`src/design/timestamped_aging_fifo_assert.svh`:
```
// Assertion macros used by the timestamped aging FIFO top level.
`ifndef TIMESTAMPED_AGING_FIFO_ASSERT_SVH
`define TIMESTAMPED_AGING_FIFO_ASSERT_SVH

// same-cycle implication
`define TAF_ASSERT_IMP(label, clk, rst_n, ante, cons, msg) \
  label: assert property (@(posedge clk) disable iff (!rst_n) (ante) |-> (cons)) \
    else $error(msg);

// next-cycle implication
`define TAF_ASSERT_NXT(label, clk, rst_n, ante, cons, msg) \
  label: assert property (@(posedge clk) disable iff (!rst_n) (ante) |=> (cons)) \
    else $error(msg);

`endif

```
`src/design/taf_pkg.sv`:
```
// Types, codes and constants of the timestamped aging FIFO.
package taf_pkg;

  localparam int DEPTH = 16;
  localparam logic [31:0] LIFETIME_RST = 32'd1000;
  localparam int CFG_AW = 3;
  localparam logic REG_LIFETIME = 1'b0;

  localparam logic [2:0] FUNC_TICK   = 3'd0;
  localparam logic [2:0] FUNC_INSERT = 3'd1;
  localparam logic [2:0] FUNC_LIST   = 3'd2;
  localparam logic [2:0] FUNC_CHECK  = 3'd3;
  localparam logic [2:0] FUNC_LATER  = 3'd4;

  localparam logic [1:0] ST_OK    = 2'd0;
  localparam logic [1:0] ST_FULL  = 2'd1;
  localparam logic [1:0] ST_EMPTY = 2'd2;

  typedef struct packed {
    logic [2:0]         func;
    logic signed [31:0] data;
    logic [31:0]        query_time;
  } in_t;

  typedef struct packed {
    logic [1:0]         status;
    logic signed [31:0] entry_data;
    logic [31:0]        entry_time;
    logic               all_later;
    logic [4:0]         occupancy;
    logic               last;
  } out_t;

  typedef enum logic {
    CMP_AGED,
    CMP_LATER
  } cmp_op_t;

  typedef struct packed {
    cmp_op_t     op;
    logic [31:0] ref_time;
    logic [31:0] stamp;
    logic [31:0] limit;
  } cmp_req_t;

endpackage

```
`src/design/taf_ram.sv`:
```
// Generic single-write, single-read RAM with registered read data.
module taf_ram #(
  parameter int WIDTH = 64,
  parameter int DEPTH = 16
) (
  input  logic                     clk,
  input  logic                     we,
  input  logic [$clog2(DEPTH)-1:0] waddr,
  input  logic [WIDTH-1:0]         wdata,
  input  logic [$clog2(DEPTH)-1:0] raddr,
  output logic [WIDTH-1:0]         rdata
);

  logic [WIDTH-1:0] mem [DEPTH];

  always_ff @(posedge clk) begin
    if (we) begin
      mem[waddr] <= wdata;
    end
    rdata <= mem[raddr];
  end

endmodule

```
`src/design/taf_cmp.sv`:
```
// Shared stamp compare unit: age against lifetime, or stamp against query time.
module taf_cmp (
  input  taf_pkg::cmp_req_t req,
  output logic              hit
);

  logic [31:0] age;

  assign age = req.ref_time - req.stamp;

  always_comb begin
    case (req.op)
      taf_pkg::CMP_AGED:  hit = (age >= req.limit);
      taf_pkg::CMP_LATER: hit = (req.stamp > req.ref_time);
      default:            hit = 1'b0;
    endcase
  end

endmodule

```
`src/design/taf_regs.sv`:
```
// APB register file holding the entry lifetime.
module taf_regs (
  input  logic                       clk,
  input  logic                       rst_n,
  input  logic                       psel,
  input  logic                       penable,
  input  logic                       pwrite,
  input  logic [taf_pkg::CFG_AW-1:0] paddr,
  input  logic [31:0]                pwdata,
  output logic [31:0]                prdata,
  output logic                       pready,
  output logic [31:0]                lifetime
);

  logic [31:0] lifetime_r;
  logic        wr_en;

  assign pready   = 1'b1;
  assign wr_en    = psel && penable && pwrite && pready
                    && (paddr[2] == taf_pkg::REG_LIFETIME);
  assign prdata   = (paddr[2] == taf_pkg::REG_LIFETIME) ? lifetime_r : 32'd0;
  assign lifetime = lifetime_r;

  always_ff @(posedge clk) begin
    if (!rst_n) begin
      lifetime_r <= taf_pkg::LIFETIME_RST;
    end else if (wr_en) begin
      lifetime_r <= pwdata;
    end
  end

endmodule

```
`src/design/timestamped_aging_fifo.sv`:
```
// Top level: sequencer, entry RAM and shared compare unit of the aging FIFO.
//
//  channel  | ports                                   | handshake
//  ---------+-----------------------------------------+-------------------------
//  input    | start, busy, in_item                    | start && !busy
//  result   | out_valid, out_item                     | out_valid, one cycle
//  config   | psel penable pwrite paddr pwdata prdata | APB, pready tied high
//
// Sequence per command: insert and unused codes are answered from S_IDLE and busy
// stays low; tick expires aged head entries through S_EXP_RD and S_EXP_CMP, then
// returns; list live and list later run the same expiry scan, then walk the live
// entries in S_WALK; the all-later check walks the entries without expiring any.
// Synchronous active-low reset clears control state; the RAM is not cleared.
// Results are strobed for one cycle and cannot be stalled.
`include "timestamped_aging_fifo_assert.svh"

module timestamped_aging_fifo #(
  parameter int DEPTH = taf_pkg::DEPTH
) (
  input  logic                       clk,
  input  logic                       rst_n,
  input  logic                       start,
  output logic                       busy,
  input  taf_pkg::in_t               in_item,
  output logic                       out_valid,
  output taf_pkg::out_t              out_item,
  input  logic                       psel,
  input  logic                       penable,
  input  logic                       pwrite,
  input  logic [taf_pkg::CFG_AW-1:0] paddr,
  input  logic [31:0]                pwdata,
  output logic [31:0]                prdata,
  output logic                       pready
);

  localparam int AW = (DEPTH > 1) ? $clog2(DEPTH) : 1;
  localparam int CW = $clog2(DEPTH + 1);
  localparam logic [CW-1:0] DEPTH_CW = CW'(DEPTH);
  localparam logic [AW-1:0] LAST_SLOT = AW'(DEPTH - 1);
  localparam logic [AW:0] DEPTH_AX = (AW + 1)'(DEPTH);

  typedef enum logic [1:0] {
    S_IDLE,
    S_EXP_RD,
    S_EXP_CMP,
    S_WALK
  } state_t;

  function automatic logic [AW-1:0] slot(input logic [AW-1:0] head, input logic [CW-1:0] k);
    logic [AW:0] sum;
    sum = {1'b0, head} + (AW + 1)'(k);
    if (sum >= DEPTH_AX) begin
      sum = sum - DEPTH_AX;
    end
    return sum[AW-1:0];
  endfunction

  state_t            state_r, state_nxt;
  logic [2:0]        func_r, func_nxt;
  logic [31:0]       qt_r, qt_nxt;
  logic [31:0]       now_r, now_nxt;
  logic [AW-1:0]     head_r, head_nxt;
  logic [CW-1:0]     count_r, count_nxt;
  logic [CW-1:0]     k_r, k_nxt;
  logic              rd_v_r, rd_v_nxt;
  logic              pend_v_r, pend_v_nxt;
  logic [31:0]       pend_word_r, pend_word_nxt;
  logic [31:0]       pend_time_r, pend_time_nxt;
  logic              all_r, all_nxt;
  logic              out_valid_r, out_valid_nxt;
  taf_pkg::out_t     out_r, out_nxt;

  logic [31:0]       lifetime;
  logic              we;
  logic [AW-1:0]     waddr;
  logic [AW-1:0]     raddr;
  logic [63:0]       rdata;
  taf_pkg::cmp_req_t cmp_req;
  logic              cmp_hit;
  logic              accept;
  logic              ins_acc;
  logic              match;
  logic              more;

  taf_regs u_regs (
    .clk      (clk),
    .rst_n    (rst_n),
    .psel     (psel),
    .penable  (penable),
    .pwrite   (pwrite),
    .paddr    (paddr),
    .pwdata   (pwdata),
    .prdata   (prdata),
    .pready   (pready),
    .lifetime (lifetime)
  );

  taf_ram #(
    .WIDTH (64),
    .DEPTH (DEPTH)
  ) u_ram (
    .clk   (clk),
    .we    (we),
    .waddr (waddr),
    .wdata ({now_r, in_item.data}),
    .raddr (raddr),
    .rdata (rdata)
  );

  taf_cmp u_cmp (
    .req (cmp_req),
    .hit (cmp_hit)
  );

  assign busy      = (state_r != S_IDLE);
  assign accept    = start && !busy;
  assign ins_acc   = accept && (in_item.func == taf_pkg::FUNC_INSERT);
  assign out_valid = out_valid_r;
  assign out_item  = out_r;
  assign more      = (k_r < count_r);
  assign waddr     = slot(head_r, count_r);
  assign we        = ins_acc && (count_r < DEPTH_CW);
  assign raddr     = (state_r == S_WALK) ? slot(head_r, k_r) : head_r;

  always_comb begin
    cmp_req.op       = (state_r == S_EXP_CMP) ? taf_pkg::CMP_AGED : taf_pkg::CMP_LATER;
    cmp_req.ref_time = (state_r == S_EXP_CMP) ? now_r : qt_r;
    cmp_req.stamp    = rdata[63:32];
    cmp_req.limit    = lifetime;
  end

  always_comb begin
    case (func_r)
      taf_pkg::FUNC_LIST:  match = 1'b1;
      taf_pkg::FUNC_LATER: match = cmp_hit;
      default:             match = 1'b0;
    endcase
  end

  always_comb begin
    state_nxt     = state_r;
    func_nxt      = func_r;
    qt_nxt        = qt_r;
    now_nxt       = now_r;
    head_nxt      = head_r;
    count_nxt     = count_r;
    k_nxt         = k_r;
    rd_v_nxt      = rd_v_r;
    pend_v_nxt    = pend_v_r;
    pend_word_nxt = pend_word_r;
    pend_time_nxt = pend_time_r;
    all_nxt       = all_r;
    out_valid_nxt = 1'b0;
    out_nxt       = out_r;
    out_nxt.status     = taf_pkg::ST_OK;
    out_nxt.entry_data = '0;
    out_nxt.entry_time = '0;
    out_nxt.all_later  = 1'b0;
    out_nxt.occupancy  = 5'(count_r);
    out_nxt.last       = 1'b1;

    case (state_r)
      S_IDLE: begin
        if (accept) begin
          func_nxt = in_item.func;
          qt_nxt   = in_item.query_time;
          k_nxt    = '0;
          rd_v_nxt = 1'b0;
          pend_v_nxt = 1'b0;
          all_nxt  = 1'b1;
          case (in_item.func)
            taf_pkg::FUNC_TICK: begin
              now_nxt   = (now_r == '1) ? now_r : now_r + 32'd1;
              state_nxt = S_EXP_RD;
            end
            taf_pkg::FUNC_INSERT: begin
              out_valid_nxt = 1'b1;
              if (count_r >= DEPTH_CW) begin
                out_nxt.status = taf_pkg::ST_FULL;
              end else begin
                count_nxt         = count_r + CW'(1);
                out_nxt.occupancy = 5'(count_r + CW'(1));
              end
            end
            taf_pkg::FUNC_LIST, taf_pkg::FUNC_LATER: begin
              state_nxt = S_EXP_RD;
            end
            taf_pkg::FUNC_CHECK: begin
              state_nxt = S_WALK;
            end
            default: begin
              out_valid_nxt = 1'b1;
            end
          endcase
        end
      end
      S_EXP_RD: begin
        if (count_r != '0) begin
          state_nxt = S_EXP_CMP;
        end else if (func_r == taf_pkg::FUNC_TICK) begin
          out_valid_nxt = 1'b1;
          state_nxt     = S_IDLE;
        end else begin
          state_nxt = S_WALK;
        end
      end
      S_EXP_CMP: begin
        if (cmp_hit) begin
          head_nxt  = (head_r == LAST_SLOT) ? '0 : head_r + AW'(1);
          count_nxt = count_r - CW'(1);
          state_nxt = S_EXP_RD;
        end else if (func_r == taf_pkg::FUNC_TICK) begin
          out_valid_nxt = 1'b1;
          state_nxt     = S_IDLE;
        end else begin
          state_nxt = S_WALK;
        end
      end
      S_WALK: begin
        rd_v_nxt = more;
        if (more) begin
          k_nxt = k_r + CW'(1);
        end
        if (rd_v_r) begin
          if (func_r == taf_pkg::FUNC_CHECK && !cmp_hit) begin
            all_nxt = 1'b0;
          end
          if (match) begin
            if (pend_v_r) begin
              out_valid_nxt      = 1'b1;
              out_nxt.entry_data = pend_word_r;
              out_nxt.entry_time = pend_time_r;
              out_nxt.last       = 1'b0;
            end
            pend_v_nxt    = 1'b1;
            pend_word_nxt = rdata[31:0];
            pend_time_nxt = rdata[63:32];
          end
        end else if (!more) begin
          out_valid_nxt = 1'b1;
          state_nxt     = S_IDLE;
          if (func_r == taf_pkg::FUNC_CHECK) begin
            out_nxt.all_later = all_r;
          end else if (pend_v_r) begin
            out_nxt.entry_data = pend_word_r;
            out_nxt.entry_time = pend_time_r;
          end else begin
            out_nxt.status = taf_pkg::ST_EMPTY;
          end
        end
      end
      default: begin
        state_nxt = S_IDLE;
      end
    endcase
  end

  always_ff @(posedge clk) begin
    if (!rst_n) begin
      state_r     <= S_IDLE;
      func_r      <= taf_pkg::FUNC_TICK;
      now_r       <= '0;
      head_r      <= '0;
      count_r     <= '0;
      k_r         <= '0;
      rd_v_r      <= 1'b0;
      pend_v_r    <= 1'b0;
      all_r       <= 1'b1;
      out_valid_r <= 1'b0;
    end else begin
      state_r     <= state_nxt;
      func_r      <= func_nxt;
      now_r       <= now_nxt;
      head_r      <= head_nxt;
      count_r     <= count_nxt;
      k_r         <= k_nxt;
      rd_v_r      <= rd_v_nxt;
      pend_v_r    <= pend_v_nxt;
      all_r       <= all_nxt;
      out_valid_r <= out_valid_nxt;
    end
    qt_r        <= qt_nxt;
    pend_word_r <= pend_word_nxt;
    pend_time_r <= pend_time_nxt;
    out_r       <= out_nxt;
  end

  `TAF_ASSERT_IMP(a_cnt_bound, clk, rst_n, 1'b1, count_r <= DEPTH_CW, "count above depth")
  `TAF_ASSERT_IMP(a_last_idle, clk, rst_n, out_valid && out_item.last, !busy, "busy after last")
  `TAF_ASSERT_NXT(a_ins_done, clk, rst_n, ins_acc, out_valid && out_item.last, "insert no beat")
  `TAF_ASSERT_NXT(a_time_mono, clk, rst_n, 1'b1, now_r >= $past(now_r), "time went back")
  `TAF_ASSERT_IMP(a_walk_idx, clk, rst_n, state_r == S_WALK, k_r <= count_r, "walk overrun")

endmodule
```
`config.mk`:
```
export PLATFORM = sky130hd
export DESIGN_NAME = timestamped_aging_fifo
export DESIGN_NICKNAME = d
export VERILOG_FILES = /design/src/design/taf_pkg.sv /design/src/design/taf_ram.sv /design/src/design/taf_cmp.sv /design/src/design/taf_regs.sv /design/src/design/timestamped_aging_fifo.sv
export VERILOG_INCLUDE_DIRS = /design/src /design/src/design
export SDC_FILE = /design/constraint.sdc
export NUM_CORES = 1
export LEC_CHECK = 0
export BUFFER_PORTS_ARGS = -buffer_cell sky130_fd_sc_hd__buf_4
export CORE_MARGIN = 5
export CORE_UTILIZATION = 26
export CTS_BUF_LIST = sky130_fd_sc_hd__clkbuf_8
export DETAILED_ROUTE_END_ITERATION = 12
export HOLD_SLACK_MARGIN = 0.05
export PLACE_DENSITY_LB_ADDON = 0.12
export SETUP_SLACK_MARGIN = 0.15
export SKIP_CTS_REPAIR_TIMING = 1
export SLEW_MARGIN = 20
export SYNTH_ARGS = -nofsm -noshare
export SYNTH_HDL_FRONTEND = slang
export SYNTH_SLANG_ARGS = --single-unit
```
`constraint.sdc`:
```
create_clock -name clk -period 11 [get_ports clk]
set_input_delay 1.1 -clock clk [delete_from_list [all_inputs] [get_ports clk]]
set_output_delay 1.1 -clock clk [all_outputs]
set_load 0.02 [all_outputs]
```
==> impl_metrics.csv <==
group,metric,value,unit
run_status,status,"completed",
global_routing,grt_pass1_wl,204,mm
global_routing,antenna_found_initial,11,
global_routing,grt_pass1_vias,28700,
power_and_ir_drop,irDropWorstVdd,0.000173,V
yosys,yosys_warnings,0,
final_layout,area_delta_synth_final,18.5,%
die,design.die.area,210000,µm²
yosys,synth_cells,2926,
yosys,synthFlopType,"edfxtp_1",
routing,routed_wl,141,mm
yosys,synthTopCellsByArea,"edfxtp_1 (64%), mux4_2 (11%), dfxtp_1 (8.6%), ha_1 (2.0%), a21oi_1 (1.5%)",
yosys,synth.distinct_cells,75,
clocking,clock_latency,0.96,ns
hold_path,hp-start,"in_item[9]",
setup_path,crit_type,"flip-flop to flip-flop",
routing,topRoutingLayerUsed,"met5",
power_and_ir_drop,power_frac_clock,0.332,
placed_design,hpwl,78.1,mm
routing,drc,0,
routing,via_per_inst,4.41,
clocking,cts_sinks,1344,
yosys,synth_seq_cells,1344,
timing,finalSetupViolations,0,
power_and_ir_drop,swShare,0.295,
setup_path,slowest_stage,"o22ai_4",
routing,met3_length,6.32,mm
yosys,syn-cell-area,52300,µm²
yosys,synth_nets,3120,
routing,routed-via-count,27200,
setup_path,r2r_slack,3.24,ns
routing,dr.pass1.iters,5,
hold_path,hold_path.class,"input pin to flip-flop",
yosys,synth_top_area_frac,0.643,
placed_design,dp_cells,5722,
die,coreArea,200000,µm²
global_routing,grt.overflow.total,0,
final_layout,post-route-util,0.310,
power_and_ir_drop,leakage,0.0218,µW
timing,rsz0062_at_grt,"no",
placed_design,place_area,57300,µm²
die,pin_count,216,
die,die_w,458,µm
setup_path,crit_family,"compound AO/OA/AOI/OAI gates",
setup_path,crit_path_end_kind,"flip-flop",
clocking,cts_buffer_depth,3,
final_layout,fin_cells,6163,
setup_path,crit_fanout,35,
final_layout,fin_area,61900,µm²
yosys,syn_avg_cell_area,17.9,µm²
timing,fmax,0.129,GHz
setup_path,worstPathArrival,8.63,ns
clocking,numCtsBuffers,233,
yosys,synth_edf_count,1120,
timing,slew_violations,0,
setup_path,reg2reg_from,"state_r[0]",
power_and_ir_drop,intPower,9430,µW
yosys,async_flop_share,0,
setup_path,cpPeakStageDelay,0.75,ns
timing,period_minus_slack,7.76,ns
setup_path,crit_required,11.87,ns
global_routing,grt_util_all_layers,0.132,
power_and_ir_drop,seqPwrFrac,0.437,
die,initial_core_util,0.262,
setup_path,r2r-end,"out_item[51]",
global_routing,grt_max_degree,104,
final_layout,register_area,38100,µm²
timing,slew_headroom,0.260,
yosys,yosysTopAreaCell,"edfxtp_1",
timing,hold_viol,0,
hold_path,whs_endpoint,"qt_r[9]",
job,drv_cap,0,
timing,hold_ws,0.321,ns
hold_path,min_path_cells,1,
clocking,cts-root-buf,"clkbuf_8",
clocking,cts_tree,"yes",
final_layout,drive_gt1_frac,0.260,
power_and_ir_drop,pwr-share-comb,0.231,
final_layout,final_nets,3495,
power_and_ir_drop,p_sw,3940,µW
routing,drt-initial-drc-count,1539,
timing,min_period_over_period,0.706,
final_layout,fill_cells,19800,
final_layout,multi_input_area,13400,µm²
routing,routedWlPerCell,22.9,µm
die,num_rows,164,
routing,wl_met2,62.9,mm
setup_path,path_cells,"inv_1, ha_2, buf_4, mux2_2, ha_1, nand3_1, a2111oi_0, a211oi_1, nand2_1, a21boi_0, o21ai_0, xor2_1, ha_1, nand4_1, or2_2, nor2_1, nand3_1, o21ai_2, a221oi_4, o22ai_4, buf_4, and2_1",
routing,postRouteAntennaNets,0,
setup_path,reg2reg_depth,22,
yosys,synth_seq_area_share,0.729,
die,die_y,458,µm
routing,wl_met1,68.9,mm
setup_path,critPathLaunchType,"flip-flop",
timing,setup_tns,0,ns
setup_path,crit_buf_inv,3,
timing,finClkSkew,0.0606,ns
timing,worstMarginPinSlew,1.10,ns
power_and_ir_drop,power_density,216,nW/µm²
placed_design,portBuffers,212,
clocking,worst_setup_hold_path_clk_slew,0.06,ns
placed_design,gp_congestion,0.745,
clocking,cts_max_level,4,
how the worst max path moves through the flow:
stage / start / slack, ns / to / cells after the start
5_1_grt: state_r[0] / 2.68 / out_item[51] / 22
3_3_place_gp: state_r[0] / 2.93 / out_item[53] / 22
6_report: state_r[0] / 3.24 / out_item[51] / 22
2_1_floorplan: state_r[0] / 0.87 / pend_time_r[0] / 23
4_1_cts: state_r[0] / 2.87 / out_item[63] / 22
3_5_place_dp: state_r[0] / 2.95 / out_item[51] / 22
cell usage after synthesis (37+ instances only):
cell,count
a211oi_1,70
a21oi_1,161
and2_1,67
clkbuf_1,75
dfxtp_1,224
edfxtp_1,1120
ha_1,83
inv_1,100
mux2i_1,72
mux4_2,256
nand2_1,114
nand3_1,38
nor2_1,118
nor2b_1,71
o21ai_0,37
xnor2_1,37
state kept, by name (all words and copies together), names as in the netlist:
name and flops:
all_r 1, out_item 73, func_r 3, k_r 5, pend_time_r 32, pend_v_r 1
u_ram.rdata 64, rd_v_r 1, pend_word_r 32, head_r 4, out_valid 1, count_r 5
now_r 32, qt_r 32, state_r 2, u_regs.lifetime 32, u_ram.mem 1024
kinds of logic (layout without fill, tap and decap cells):
| group | after synthesis | in the layout | share of synthesized area |
|---|---|---|---|
| flip-flops | 1344 | 1344 | 0.729 |
| AND/OR/NAND/NOR | 490 | 490 | 0.0473 |
| multiplexers | 359 | 359 | 0.131 |
| AO/OA/AOI/OAI | 356 | 356 | 0.0436 |
| buffers and inverters | 228 | 808 | 0.0181 |
| adder cells (fa/ha/maj) | 86 | 86 | 0.0210 |
| XOR/XNOR | 62 | 62 | 0.0104 |
| other | 1 | 2 | 0.0000717 |
per-stage QoR:
stage | power, µW | setup slack (ns)
floorplan | 8210 | 0.867
global placement | 9140 | 2.93
detailed placement | 9110 | 2.95
CTS | 13700 | 2.87
global route | 14200 | 2.68
finish | 13400 | 3.24
worst reg2reg max path, delay by kind of cell, from the launching register on:
| kind | cells | cell delay (ns) |
|---|---|---|
| AOI/OAI and AO/OA | 7 | 3.01 |
| DFF | 1 | 0.34 |
| and+or+nand+nor | 7 | 1.41 |
| muxes | 1 | 0.41 |
| xor gates and xnor gates | 1 | 0.17 |
| buffers and inverters | 3 | 1.20 |
| adders and majority gates | 3 | 1.14 |
cell type report:
class                           instances  area share
Sequential cell                      1344       0.615
Multi-Input combinational cell       1354       0.217
Clock buffer                          265      0.0589
Tap cell                             2656      0.0536
Timing Repair Buffer                  268      0.0341
Clock inverter                        175      0.0154
Inverter                              100     0.00606
Antenna cell                            1   0.0000404
metal layers:
layer,GRT usage,vias to the layer above
met1,0.190,14000
li1,-,12300
met4,0.0377,8
met5,0,-
met3,0.0277,225
met2,0.203,627
power by group through the flow:
stage               Combinational (µW)  Clock (µW)  Sequential (µW)
CTS                               3170        4650             5850
detailed placement                3160           0             5950
global route                      3460        4890             5870
finish                            3080        4450             5850
floorplan                         2320           0             5890
global placement                  3180           0             5960
cells in the final DEF, fill, tap and decap left out, drive strengths merged, types with 5 or more instances in the layout:
cell    count
mux4      256
o211ai      8
a21o       20
nand4      18
nand2     114
mux2i      72
inv       207
nor2      118
a211oi     70
nor2b      71
nor3       19
edfxtp   1120
o21a        7
nand3      38
or2         5
and2       67
o21ai      40
mux2       31
xor2       25
a21oi     162
a31oi       6
o31ai       5
or3        12
ha         83
clkbuf    265
xnor2      37
nand2b      8
clkinv     60
buf       268
dfxtp     224
Power figures use the tool's default switching activity.
